**src/sv/ksp_pkg.sv**
```systemverilog
package ksp_pkg;

   // Table geometry
   localparam int ENTRIES = 32;
   localparam int ENTRY_W = $clog2(ENTRIES);
   localparam int SCAN_W = $clog2(ENTRIES + 1);

   // Request queue between front and back
   localparam int QUEUE_DEPTH = 2;
   localparam int QUEUE_W = $clog2(QUEUE_DEPTH);

   // Request operations
   localparam logic [2:0] OP_RX      = 3'd0;
   localparam logic [2:0] OP_TX_DONE = 3'd1;
   localparam logic [2:0] OP_START   = 3'd2;
   localparam logic [2:0] OP_TIMEOUT = 3'd3;
   localparam logic [2:0] OP_WRITE   = 3'd4;
   localparam logic [2:0] OP_READ    = 3'd5;

   // Result kinds
   localparam logic [1:0] KIND_TX     = 2'd0;
   localparam logic [1:0] KIND_VALUE  = 2'd1;
   localparam logic [1:0] KIND_STATUS = 2'd2;
   localparam logic [1:0] KIND_READ   = 2'd3;

   // Status codes
   localparam logic [2:0] ST_CONTINUE    = 3'd0;
   localparam logic [2:0] ST_OK          = 3'd1;
   localparam logic [2:0] ST_UNSUPPORTED = 3'd2;
   localparam logic [2:0] ST_IDLE        = 3'd3;
   localparam logic [2:0] ST_SENT        = 3'd4;

   // Link bytes
   localparam logic [7:0] SYNC_BYTE   = 8'h05;
   localparam logic [7:0] FRAME_START = 8'h01;
   localparam logic [7:0] FRAME_END   = 8'h04;
   localparam logic [31:0] ALL_ONES   = 32'hFFFF_FFFF;

   typedef struct packed {
      logic [2:0]  operation;
      logic [7:0]  data_byte;
      logic [4:0]  entry_index;
      logic [7:0]  entry_mode;
      logic [15:0] entry_address;
      logic [7:0]  entry_length;
      logic [7:0]  entry_conversion;
   } req_type;

   typedef struct packed {
      logic [1:0]  kind;
      logic [7:0]  tx_byte;
      logic [4:0]  index;
      logic [31:0] value;
      logic [7:0]  conversion;
      logic [2:0]  status;
      logic        last;
   } rsp_type;

   // One stored table entry, written as a whole
   typedef struct packed {
      logic [7:0]  mode;
      logic [15:0] address;
      logic [7:0]  length;
      logic [7:0]  conversion;
   } entry_type;

   localparam int ENTRY_BITS = $bits(entry_type);

   // Classified request handed from front to back
   typedef struct packed {
      logic [2:0]         op;
      logic [7:0]         data_byte;
      logic [4:0]         raw_index;
      logic [ENTRY_W-1:0] index;
      logic               in_range;
      entry_type          entry;
   } cmd_type;

   typedef enum logic [1:0] {
      MODE_WIDE   = 2'd0,
      MODE_NARROW = 2'd1,
      MODE_BAD    = 2'd2
   } mode_class_type;

   // Address width of a request frame by command mode
   function automatic mode_class_type classify_mode(input logic [7:0] mode);
      mode_class_type cls;
      unique case (mode)
         8'hF7, 8'h6B, 8'h7B: cls = MODE_WIDE;
         8'hC7, 8'hCB, 8'hAE, 8'hC5,
         8'h6E, 8'h9E, 8'h33, 8'h43: cls = MODE_NARROW;
         default: cls = MODE_BAD;
      endcase
      return cls;
   endfunction

   function automatic rsp_type make_status(input logic [2:0] st);
      rsp_type r;
      r = '0;
      r.kind = KIND_STATUS;
      r.status = st;
      r.last = 1'b1;
      return r;
   endfunction

   function automatic rsp_type make_tx(input logic [7:0] b);
      rsp_type r;
      r = '0;
      r.kind = KIND_TX;
      r.tx_byte = b;
      return r;
   endfunction

endpackage

```
**src/sv/kw_serial_poll_engine.sv**
```systemverilog
// Serial poll engine: keeps a table of read requests and drives a KW-style
// serial link from it.
// Requests enter on req_data and are taken at a clock edge where start is
// high and busy is low. A short queue holds up to two requests, so busy rises
// only while the sequencer is working and the queue is full.
// Results leave on rsp_data, each valid for the single cycle in which
// rsp_strobe is high; rsp_data.last marks the final result of a request.
// The receiver cannot stall, so results leave at most one per cycle.
// A taken request is registered in the queue and reaches the sequencer once
// the sequencer is idle. Table write, tx done and timeout give no result; a
// plain rx byte answers through the result register, and read entry answers
// after the registered table read. A sync byte first reads the entry's
// parameters and then sends its frame; a completed reply gives its value
// report if it has a conversion, and a chained frame follows it.
// A frame gives up to six bytes and then its sent status. A start poll scans
// the in-use flags one entry per cycle and reports the first entry in use, or
// idle once every entry has been checked. Requests are carried out one at a
// time.
// Reset clears the in-use and value-valid flags at once: every entry reads
// as unused with value all ones, and no clearing pass is needed.
module kw_serial_poll_engine (
   input  logic             clock,
   input  logic             reset,
   input  logic             start,
   output logic             busy,
   input  ksp_pkg::req_type req_data,
   output logic             rsp_strobe,
   output ksp_pkg::rsp_type rsp_data
);

   logic             cmd_valid;
   logic             cmd_pop;
   ksp_pkg::cmd_type cmd_data;

   // Accept and classify requests
   ksp_front u_front (
      .clock     (clock),
      .reset     (reset),
      .start     (start),
      .busy      (busy),
      .req_data  (req_data),
      .cmd_valid (cmd_valid),
      .cmd_pop   (cmd_pop),
      .cmd_data  (cmd_data)
   );

   // Carry out requests against the table and the link
   ksp_back u_back (
      .clock      (clock),
      .reset      (reset),
      .cmd_valid  (cmd_valid),
      .cmd_data   (cmd_data),
      .cmd_pop    (cmd_pop),
      .rsp_strobe (rsp_strobe),
      .rsp_data   (rsp_data)
   );

endmodule

```
**src/sv/ksp_ram.sv**
```systemverilog
module ksp_ram #(
   parameter int WIDTH = 8,
   parameter int DEPTH = 32
) (
   input  logic                     clock,
   input  logic                     wr_en,
   input  logic [$clog2(DEPTH)-1:0] wr_addr,
   input  logic [WIDTH-1:0]         wr_data,
   input  logic [$clog2(DEPTH)-1:0] rd_addr,
   output logic [WIDTH-1:0]         rd_data
);

   logic [WIDTH-1:0] mem_ff [DEPTH];
   logic [WIDTH-1:0] rd_data_ff;

   // Write one word, read one word registered
   always_ff @(posedge clock) begin
      if (wr_en) begin
         mem_ff[wr_addr] <= wr_data;
      end
      rd_data_ff <= mem_ff[rd_addr];
   end

   assign rd_data = rd_data_ff;

endmodule

```
**src/sv/ksp_front.sv**
```systemverilog
module ksp_front (
   input  logic              clock,
   input  logic              reset,
   input  logic              start,
   output logic              busy,
   input  ksp_pkg::req_type  req_data,
   output logic              cmd_valid,
   input  logic              cmd_pop,
   output ksp_pkg::cmd_type  cmd_data
);

   ksp_pkg::cmd_type slot_ff [ksp_pkg::QUEUE_DEPTH];
   logic [ksp_pkg::QUEUE_W-1:0] wr_ptr_ff, wr_ptr_in;
   logic [ksp_pkg::QUEUE_W-1:0] rd_ptr_ff, rd_ptr_in;
   logic [ksp_pkg::QUEUE_W:0]   count_ff, count_in;
   ksp_pkg::cmd_type cls;
   logic known;
   logic push;

   // Classify the request: drop unknown operations, check the index range
   always_comb begin
      unique case (req_data.operation)
         ksp_pkg::OP_RX, ksp_pkg::OP_TX_DONE, ksp_pkg::OP_START,
         ksp_pkg::OP_TIMEOUT, ksp_pkg::OP_WRITE, ksp_pkg::OP_READ: known = 1'b1;
         default: known = 1'b0;
      endcase
      cls.op = req_data.operation;
      cls.data_byte = req_data.data_byte;
      cls.raw_index = req_data.entry_index;
      cls.index = ksp_pkg::ENTRY_W'(req_data.entry_index);
      cls.in_range = (int'(req_data.entry_index) < ksp_pkg::ENTRIES);
      cls.entry.mode = req_data.entry_mode;
      cls.entry.address = req_data.entry_address;
      cls.entry.length = req_data.entry_length;
      cls.entry.conversion = req_data.entry_conversion;
   end

   assign busy = (count_ff == (ksp_pkg::QUEUE_W + 1)'(ksp_pkg::QUEUE_DEPTH));
   assign push = start && !busy && known;
   assign cmd_valid = (count_ff != '0);
   assign cmd_data = slot_ff[rd_ptr_ff];

   // Advance queue pointers and fill count
   always_comb begin
      wr_ptr_in = wr_ptr_ff;
      rd_ptr_in = rd_ptr_ff;
      count_in = count_ff;
      if (push) begin
         wr_ptr_in = (wr_ptr_ff == ksp_pkg::QUEUE_W'(ksp_pkg::QUEUE_DEPTH - 1)) ?
                     '0 : wr_ptr_ff + 1'b1;
      end
      if (cmd_pop) begin
         rd_ptr_in = (rd_ptr_ff == ksp_pkg::QUEUE_W'(ksp_pkg::QUEUE_DEPTH - 1)) ?
                     '0 : rd_ptr_ff + 1'b1;
      end
      if (push && !cmd_pop) begin
         count_in = count_ff + 1'b1;
      end else if (!push && cmd_pop) begin
         count_in = count_ff - 1'b1;
      end
   end

   always_ff @(posedge clock) begin
      if (reset) begin
         wr_ptr_ff <= '0;
         rd_ptr_ff <= '0;
         count_ff <= '0;
      end else begin
         wr_ptr_ff <= wr_ptr_in;
         rd_ptr_ff <= rd_ptr_in;
         count_ff <= count_in;
      end
   end

   // Hold queued requests
   always_ff @(posedge clock) begin
      if (push) begin
         slot_ff[wr_ptr_ff] <= cls;
      end
   end

endmodule

```
**src/sv/ksp_back.sv**
```systemverilog
module ksp_back (
   input  logic             clock,
   input  logic             reset,
   input  logic             cmd_valid,
   input  ksp_pkg::cmd_type cmd_data,
   output logic             cmd_pop,
   output logic             rsp_strobe,
   output ksp_pkg::rsp_type rsp_data
);

   typedef enum logic [6:0] {
      S_IDLE     = 7'b0000001,
      S_SCAN     = 7'b0000010,
      S_READ     = 7'b0000100,
      S_REPORT   = 7'b0001000,
      S_FRAME_RD = 7'b0010000,
      S_FRAME    = 7'b0100000,
      S_STATUS   = 7'b1000000
   } state_type;

   typedef enum logic [6:0] {
      STEP_START   = 7'b0000001,
      STEP_MODE    = 7'b0000010,
      STEP_ADDR_HI = 7'b0000100,
      STEP_ADDR_LO = 7'b0001000,
      STEP_LENGTH  = 7'b0010000,
      STEP_END     = 7'b0100000,
      STEP_STATUS  = 7'b1000000
   } step_type;

   typedef enum logic [1:0] {
      PH_SYNCING   = 2'd0,
      PH_SYNCED    = 2'd1,
      PH_RECEIVING = 2'd2
   } phase_type;

   localparam int EW = ksp_pkg::ENTRY_W;
   localparam int SW = ksp_pkg::SCAN_W;

   state_type state_ff, state_in;
   step_type  step_ff, step_in;
   phase_type phase_ff, phase_in;
   logic [EW-1:0] cur_ff, cur_in;
   logic [8:0]    left_ff, left_in;
   logic [31:0]   acc_ff, acc_in;
   logic [ksp_pkg::ENTRIES-1:0] used_ff, used_in;
   logic [ksp_pkg::ENTRIES-1:0] vvalid_ff, vvalid_in;
   logic [EW-1:0] scan_k_ff, scan_k_in;
   logic [SW-1:0] scan_cnt_ff, scan_cnt_in;
   logic          with_start_ff, with_start_in;
   logic          wide_ff, wide_in;
   logic [2:0]    pend_ff, pend_in;
   ksp_pkg::cmd_type   cmd_ff, cmd_in;
   ksp_pkg::entry_type frame_ff, frame_in;
   ksp_pkg::rsp_type   rsp_ff, rsp_in;
   logic               strobe_ff, strobe_in;

   logic          prm_wr_en;
   logic [EW-1:0] prm_rd_addr;
   logic [ksp_pkg::ENTRY_BITS-1:0] prm_rd_data;
   logic          val_wr_en;
   logic [EW-1:0] val_wr_addr;
   logic [31:0]   val_wr_data;
   logic [EW-1:0] val_rd_addr;
   logic [31:0]   val_rd_data;

   ksp_pkg::entry_type rd_entry;
   ksp_pkg::mode_class_type mode_cls;
   logic [7:0]    mode_eff;
   logic [31:0]   acc_or;
   logic [EW-1:0] next_entry;
   logic          has_next;
   logic [EW-1:0] scan_next;

   // Entry parameters and last values
   ksp_ram #(.WIDTH(ksp_pkg::ENTRY_BITS), .DEPTH(ksp_pkg::ENTRIES)) u_param_ram (
      .clock   (clock),
      .wr_en   (prm_wr_en),
      .wr_addr (cmd_data.index),
      .wr_data (cmd_data.entry),
      .rd_addr (prm_rd_addr),
      .rd_data (prm_rd_data)
   );

   ksp_ram #(.WIDTH(32), .DEPTH(ksp_pkg::ENTRIES)) u_value_ram (
      .clock   (clock),
      .wr_en   (val_wr_en),
      .wr_addr (val_wr_addr),
      .wr_data (val_wr_data),
      .rd_addr (val_rd_addr),
      .rd_data (val_rd_data)
   );

   // Decode helpers; an entry not in use reads with mode zero
   always_comb begin
      rd_entry = ksp_pkg::entry_type'(prm_rd_data);
      mode_eff = used_ff[cur_ff] ? rd_entry.mode : 8'h00;
      mode_cls = ksp_pkg::classify_mode(mode_eff);
      acc_or = acc_ff | {24'h000000, cmd_data.data_byte};
      next_entry = cur_ff + 1'b1;
      has_next = (cur_ff != EW'(ksp_pkg::ENTRIES - 1)) && used_ff[next_entry];
      scan_next = (scan_k_ff == EW'(ksp_pkg::ENTRIES - 1)) ? '0 : scan_k_ff + 1'b1;
   end

   // Sequence one request at a time
   always_comb begin
      state_in = state_ff;
      step_in = step_ff;
      phase_in = phase_ff;
      cur_in = cur_ff;
      left_in = left_ff;
      acc_in = acc_ff;
      used_in = used_ff;
      vvalid_in = vvalid_ff;
      scan_k_in = scan_k_ff;
      scan_cnt_in = scan_cnt_ff;
      with_start_in = with_start_ff;
      wide_in = wide_ff;
      pend_in = pend_ff;
      cmd_in = cmd_ff;
      frame_in = frame_ff;
      rsp_in = rsp_ff;
      strobe_in = 1'b0;
      cmd_pop = 1'b0;
      prm_wr_en = 1'b0;
      prm_rd_addr = cur_ff;
      val_wr_en = 1'b0;
      val_wr_addr = cur_ff;
      val_wr_data = acc_or;
      val_rd_addr = cur_ff;

      unique case (state_ff)
         S_IDLE: begin
            if (cmd_valid) begin
               cmd_pop = 1'b1;
               cmd_in = cmd_data;
               unique case (cmd_data.op)
                  ksp_pkg::OP_RX: begin
                     priority if (phase_ff == PH_SYNCING &&
                                  cmd_data.data_byte == ksp_pkg::SYNC_BYTE) begin
                        with_start_in = 1'b1;
                        state_in = S_FRAME_RD;
                     end else if (phase_ff != PH_RECEIVING) begin
                        rsp_in = ksp_pkg::make_status(ksp_pkg::ST_CONTINUE);
                        strobe_in = 1'b1;
                     end else if (left_ff > 9'd1) begin
                        left_in = left_ff - 9'd1;
                        acc_in = acc_or << 8;
                        rsp_in = ksp_pkg::make_status(ksp_pkg::ST_CONTINUE);
                        strobe_in = 1'b1;
                     end else begin
                        // reply complete: store the value, fetch the conversion
                        left_in = '0;
                        acc_in = acc_or;
                        val_wr_en = 1'b1;
                        vvalid_in[cur_ff] = 1'b1;
                        state_in = S_REPORT;
                     end
                  end
                  ksp_pkg::OP_TX_DONE: begin
                     phase_in = PH_RECEIVING;
                  end
                  ksp_pkg::OP_START: begin
                     scan_k_in = cur_ff;
                     scan_cnt_in = '0;
                     state_in = S_SCAN;
                  end
                  ksp_pkg::OP_TIMEOUT: begin
                     vvalid_in[cur_ff] = 1'b0;
                     phase_in = PH_SYNCED;
                  end
                  ksp_pkg::OP_WRITE: begin
                     if (cmd_data.in_range) begin
                        prm_wr_en = 1'b1;
                        used_in[cmd_data.index] = (cmd_data.entry.mode != 8'h00);
                        vvalid_in[cmd_data.index] = 1'b0;
                     end
                  end
                  ksp_pkg::OP_READ: begin
                     prm_rd_addr = cmd_data.index;
                     val_rd_addr = cmd_data.index;
                     state_in = S_READ;
                  end
                  default: begin
                  end
               endcase
            end
         end

         // One table entry a cycle, circularly from the entry after current
         S_SCAN: begin
            if (used_ff[scan_next]) begin
               cur_in = scan_next;
               phase_in = PH_SYNCING;
               rsp_in = ksp_pkg::make_status(ksp_pkg::ST_CONTINUE);
               strobe_in = 1'b1;
               state_in = S_IDLE;
            end else if (scan_cnt_ff == SW'(ksp_pkg::ENTRIES - 1)) begin
               rsp_in = ksp_pkg::make_status(ksp_pkg::ST_IDLE);
               strobe_in = 1'b1;
               state_in = S_IDLE;
            end else begin
               scan_k_in = scan_next;
               scan_cnt_in = scan_cnt_ff + 1'b1;
            end
         end

         S_READ: begin
            rsp_in = '0;
            rsp_in.kind = ksp_pkg::KIND_READ;
            rsp_in.index = cmd_ff.raw_index;
            rsp_in.last = 1'b1;
            if (cmd_ff.in_range) begin
               rsp_in.value = vvalid_ff[cmd_ff.index] ? val_rd_data : ksp_pkg::ALL_ONES;
               rsp_in.conversion = rd_entry.conversion;
            end else begin
               rsp_in.value = ksp_pkg::ALL_ONES;
            end
            strobe_in = 1'b1;
            state_in = S_IDLE;
         end

         // Report the value if its conversion is nonzero, then chain to the following entry if in use
         S_REPORT: begin
            if (rd_entry.conversion != 8'h00) begin
               rsp_in = '0;
               rsp_in.kind = ksp_pkg::KIND_VALUE;
               rsp_in.index = 5'(cur_ff);
               rsp_in.value = acc_ff;
               rsp_in.conversion = rd_entry.conversion;
               strobe_in = 1'b1;
            end
            if (has_next) begin
               cur_in = next_entry;
               prm_rd_addr = next_entry;
               with_start_in = 1'b0;
               state_in = S_FRAME_RD;
            end else begin
               phase_in = PH_SYNCED;
               pend_in = ksp_pkg::ST_OK;
               state_in = S_STATUS;
            end
         end

         S_FRAME_RD: begin
            frame_in = rd_entry;
            frame_in.mode = mode_eff;
            acc_in = '0;
            left_in = 9'(rd_entry.length);
            phase_in = PH_SYNCED;
            if (mode_cls == ksp_pkg::MODE_BAD) begin
               rsp_in = ksp_pkg::make_status(ksp_pkg::ST_UNSUPPORTED);
               strobe_in = 1'b1;
               state_in = S_IDLE;
            end else begin
               wide_in = (mode_cls == ksp_pkg::MODE_WIDE);
               step_in = with_start_ff ? STEP_START : STEP_MODE;
               state_in = S_FRAME;
            end
         end

         // Emit one frame byte a cycle, then the sent status
         S_FRAME: begin
            strobe_in = 1'b1;
            unique case (step_ff)
               STEP_START: begin
                  rsp_in = ksp_pkg::make_tx(ksp_pkg::FRAME_START);
                  step_in = STEP_MODE;
               end
               STEP_MODE: begin
                  rsp_in = ksp_pkg::make_tx(frame_ff.mode);
                  step_in = wide_ff ? STEP_ADDR_HI : STEP_ADDR_LO;
               end
               STEP_ADDR_HI: begin
                  rsp_in = ksp_pkg::make_tx(frame_ff.address[15:8]);
                  step_in = STEP_ADDR_LO;
               end
               STEP_ADDR_LO: begin
                  rsp_in = ksp_pkg::make_tx(frame_ff.address[7:0]);
                  step_in = STEP_LENGTH;
               end
               STEP_LENGTH: begin
                  rsp_in = ksp_pkg::make_tx(frame_ff.length);
                  step_in = STEP_END;
               end
               STEP_END: begin
                  rsp_in = ksp_pkg::make_tx(ksp_pkg::FRAME_END);
                  step_in = STEP_STATUS;
               end
               STEP_STATUS: begin
                  rsp_in = ksp_pkg::make_status(ksp_pkg::ST_SENT);
                  state_in = S_IDLE;
               end
               default: begin
                  strobe_in = 1'b0;
                  state_in = S_IDLE;
               end
            endcase
         end

         S_STATUS: begin
            rsp_in = ksp_pkg::make_status(pend_ff);
            strobe_in = 1'b1;
            state_in = S_IDLE;
         end

         default: begin
            state_in = S_IDLE;
         end
      endcase
   end

   // Control state
   always_ff @(posedge clock) begin
      if (reset) begin
         state_ff <= S_IDLE;
         step_ff <= STEP_START;
         phase_ff <= PH_SYNCING;
         cur_ff <= '0;
         left_ff <= '0;
         acc_ff <= '0;
         used_ff <= '0;
         vvalid_ff <= '0;
         scan_k_ff <= '0;
         scan_cnt_ff <= '0;
         with_start_ff <= 1'b0;
         wide_ff <= 1'b0;
         pend_ff <= ksp_pkg::ST_CONTINUE;
         strobe_ff <= 1'b0;
      end else begin
         state_ff <= state_in;
         step_ff <= step_in;
         phase_ff <= phase_in;
         cur_ff <= cur_in;
         left_ff <= left_in;
         acc_ff <= acc_in;
         used_ff <= used_in;
         vvalid_ff <= vvalid_in;
         scan_k_ff <= scan_k_in;
         scan_cnt_ff <= scan_cnt_in;
         with_start_ff <= with_start_in;
         wide_ff <= wide_in;
         pend_ff <= pend_in;
         strobe_ff <= strobe_in;
      end
   end

   // Payload registers
   always_ff @(posedge clock) begin
      cmd_ff <= cmd_in;
      frame_ff <= frame_in;
      rsp_ff <= rsp_in;
   end

   assign rsp_strobe = strobe_ff;
   assign rsp_data = rsp_ff;

   // The final result of a request leaves the sequencer free
   a_last_idle: assert property (@(posedge clock) disable iff (reset)
      strobe_ff && rsp_ff.last |-> state_ff == S_IDLE)
      else $error("final result while sequencer still busy");

   // Frame bytes go out only once the link has been claimed
   a_tx_synced: assert property (@(posedge clock) disable iff (reset)
      strobe_ff && rsp_ff.kind == ksp_pkg::KIND_TX |-> phase_ff == PH_SYNCED)
      else $error("frame byte sent outside synced phase");

   // An unsupported mode leaves the link synced
   a_bad_mode: assert property (@(posedge clock) disable iff (reset)
      strobe_ff && rsp_ff.kind == ksp_pkg::KIND_STATUS &&
      rsp_ff.status == ksp_pkg::ST_UNSUPPORTED |-> phase_ff == PH_SYNCED)
      else $error("unsupported mode status with wrong link phase");

   // The scan visits no more entries than the table holds
   a_scan_bound: assert property (@(posedge clock) disable iff (reset)
      state_ff == S_SCAN |-> scan_cnt_ff < SW'(ksp_pkg::ENTRIES))
      else $error("entry scan ran past the table");

endmodule
```
**config.mk**
```make
export PLATFORM = sky130hd
export DESIGN_NAME = kw_serial_poll_engine
export DESIGN_NICKNAME = d
export VERILOG_FILES = /design/src/sv/ksp_pkg.sv /design/src/sv/kw_serial_poll_engine.sv /design/src/sv/ksp_ram.sv /design/src/sv/ksp_front.sv /design/src/sv/ksp_back.sv
export SDC_FILE = /design/constraint.sdc
export NUM_CORES = 2
export LEC_CHECK = 0
export ABC_AREA = 1
export CAP_MARGIN = 10
export CORE_MARGIN = 3
export CORE_UTILIZATION = 45
export CTS_BUF_LIST = sky130_fd_sc_hd__clkbuf_8
export CTS_CLUSTER_SIZE = 40
export DETAILED_ROUTE_END_ITERATION = 10
export DONT_BUFFER_PORTS = 1
export PLACE_DENSITY = 0.58
export SYNTH_ARGS = -nofsm -noshare
export SYNTH_HDL_FRONTEND = slang
export SYNTH_SLANG_ARGS = --single-unit
```
**constraint.sdc**
```tcl
create_clock -name clock -period 11.3 [get_ports clock]
set_clock_uncertainty 0.1 [all_clocks]
set_input_delay 0.565 -clock clock [delete_from_list [all_inputs] [get_ports clock]]
set_output_delay 0.565 -clock clock [all_outputs]
set_load 0.02 [all_outputs]
```
==> out/qor.txt <==
most common cell after layout, fill and taps aside -> edfxtp_1
Final Critical Period -> 6540 ps
YS warnings -> 0
Post-Synth Simple-Gate Area -> 0.173
status -> complete, no violations
GPL Wtd Cong -> 0.893
Reg area -> 0.0798 mm2
Mapped Area -> 0.114 mm2
row cnt -> 184
clock latency on the worst-skew pair -> 1140 ps
core area -> 0.252 mm2
Root Buffer -> clkbuf_8
WL final -> 356,000 um
EDFF count, synth -> 2,511
first-pass GRT wire length -> 513,000 um
Cell variety after synth -> 58
Final #Nets -> 10,200
total of max-cap violations -> 0
WL/cell -> 25.8 um
RSZ-0062 raised after global routing -> no
reg-to-reg startpoint -> u_back.cur_ff[0]
TNS Setup -> 0 ps
Compound-Gate Fraction of Synth Area -> 0.0661
Post-Syn Nets -> 10,100
#FFs+latches synth -> 2,729
Pleak -> 46.9 nW
Setup crit start -> u_back.cur_ff[0]
total power -> 32.3 mW
DIE WIDTH -> 509 um
Post-synth ARST share -> 0
all-layer global routing usage -> 0.267
Post-Synth XOR/XNOR Area -> 0.000373
Routed Antenna Nets -> 0
Setup Fix Bufs, Post-CTS -> 0
post-synth top area cell -> edfxtp_1
hold crit path type -> input port to register
Peak VDD IR -> 0.534 mV
Final setup violation count -> 0
Fmax achieved -> 0.153 GHz
crit path DAT -> 7480 ps
pin count of the biggest net entering global routing -> 211
CP Capture Type -> register
synthesized instance count -> 10,000
Syn Area/Cell -> 11.4 um2
Final Hold Fails -> 0
CTS tree -> built
Initial DRC Count -> 9,367
dpl hpwl -> 174,000 um
Power Density -> 256 mW/mm2
worst-margin pin slew -> 1290 ps
I/O pin cnt -> 120
mux contribution to synthesized area -> 0.000965
synth top area cells -> edfxtp_1 66%, nand3_1 7.2%, nand2_1 5.8%, dfxtp_1 3.8%, inv_1 3.1%
Worst Path Max Fanout -> 171
r2r setup slk -> 4760 ps
vias in the first global route -> 76,000
non-filler cells in the finished layout -> 13,800
Initial Util -> 0.453
post-synthesis adder-cell area fraction -> 0.00121
Filler cells -> 22,400
die area -> 0.260 mm2
HP Start -> req_data[35]
TritonCTS Buffers -> 449
WP data required -> 12,240 ps
DR pass1 iterations -> 7
multi-input logic area -> 0.0279 mm2
global route overflow -> 0
Setup CP Type -> register to register
Slew HR -> 0.143
die height -> 509 um
Worst Setup Start Kind -> register
Reg clk slew, reported paths -> 60 ps
Synth top area share -> 0.661
ys flop type -> edfxtp_1
H-tree depth -> 5
# clock sinks -> 2,729
Synth-to-Final Area Change -> 10.9%
Seq/Total Area, Yosys -> 0.699
drt via density -> 5.74
main combinational cell family by area after synthesis -> simple AND/OR/NAND/NOR gates
placed insts -> 12,900
Max Slew Vio Count -> 0
most frequent cells in the layout -> 2,511 x edfxtp_1, 1,754 x nand2_1, 1,638 x nand3_1, 1,074 x inv_1, 731 x nor2_1
period utilization -> 0.579
initial antenna violation count -> 15
routed vias -> 79,200
DR DRC count -> 0
Clock Tree Buf Depth -> 4
layout cell share with drive strength beyond 1 -> 0.0823
I/O Buffers -> 0
[power by group]
part	switching, mW	internal [mW]	leakage [nW]
registers	0.289	11.9	24.6
logic	8.94	3.06	17.3
clock network	3.92	4.25	4.99
total	13.2	19.2	46.9
[kinds of logic after synthesis]
group	after synthesis
xor+xnor	4
compound gates	1239
simple gates	4429
fa+ha+maj	11
flops	2729
buf+inv	1606
mux	11
[sequential cells by signal (all words and copies together), names as in the netlist, 2 cells and up, named ones only]
name,count
u_back.u_param_ram.mem_ff,1280
u_back.u_value_ram.mem_ff,1024
u_front.slot_ff,112
u_back.rsp_data,58
u_back.u_param_ram.rd_data,40
u_back.acc_ff,32
u_back.frame_ff,32
u_back.u_value_ram.rd_data,32
u_back.used_ff,32
u_back.vvalid_ff,32
u_back.left_ff,9
u_back.state_ff,7
u_back.step_ff,7
u_back.scan_cnt_ff,6
u_back.cmd_ff,5
u_back.cur_ff,5
u_back.scan_k_ff,5
u_back.phase_ff,2
u_front.count_ff,2
[cells in the mapped netlist (18+ instances only)]
cell type and n:
dfxtp_1 218, nand3_1 1638, nand2_1 1758, o211ai_1 26
a211oi_1 18, o221ai_1 257, buf_2 302, nand3b_1 202
nor3_1 28, clkbuf_1 246, a31oi_1 32, a21oi_1 156
o21ai_1 48, edfxtp_1 2511, nor2_1 752, o21ai_0 627
o21a_1 37, buf_1 32, inv_1 936, buf_6 30
buf_4 42
[final timing paths]
| kind | cells past startpoint | to |
|---|---|---|
| hold reg to reg | 0 | u_back.frame_ff[31] |
| setup / recovery | 21 | u_back.u_param_ram.rd_data[17] |
| setup reg to reg | 21 | u_back.u_param_ram.rd_data[17] |
| hold / removal | 1 | u_front.slot_ff[0][35] |
[worst max-delay path: stages, from the launching register on]
cell and delay, ps:
dfxtp_1 310, buf_4 480, inv_1 550, ha_1 610, inv_1 300, o211ai_1 140, nand3_1 100, nand3_1 90
nand3_1 130, nand3_4 130, nor2_4 160, nand2_1 100, nand3_1 190, nand2_8 370, inv_8 1030, buf_12 760
nand3_1 150, nand3_1 120, nand3_1 100, nand2_1 120, nand2_1 60, nand2_1 110
[timing repair]
item | in CTS | in global routing
resized for setup | 0 | 0
hold buffers | 110 | 0
endpoints found under the hold margin | 266 | 0
[through the flow]
step / util / instance area, um2 / setup WS [ps] / hold slack (ps)
6_report: 0.502 / 126000 / 4760 / 76.6
2_1_floorplan: - / 114000 / 6420 / 286
3_3_place_gp: 0.464 / 117000 / 4980 / 296
4_1_cts: 0.501 / 126000 / 4860 / 3.09
3_5_place_dp: 0.464 / 117000 / 4870 / 304
5_1_grt: 0.502 / 126000 / 4340 / 18.5
[layer usage]
metal | part of all wire | GRT usage | vias to the layer above
met2 | 0.48 | 0.444 | 3669
met5 | 0.000045 | 0 | -
met1 | 0.40 | 0.350 | 39200
met4 | 0.047 | 0.118 | 2
li1 | - | - | 35400
met3 | 0.072 | 0.0365 | 871
[cell type report]
cell class	count	share of cell area
flip-flops and latches	2729	0.631
clock buffers	513	0.0558
inverters	954	0.0289
repair buffers	263	0.0200
well taps	3348	0.0331
multi-input cells	5694	0.221
clock inverters	297	0.0107
diodes	6	0.000119
No activity file was read; power rests on OpenSTA's default activity.
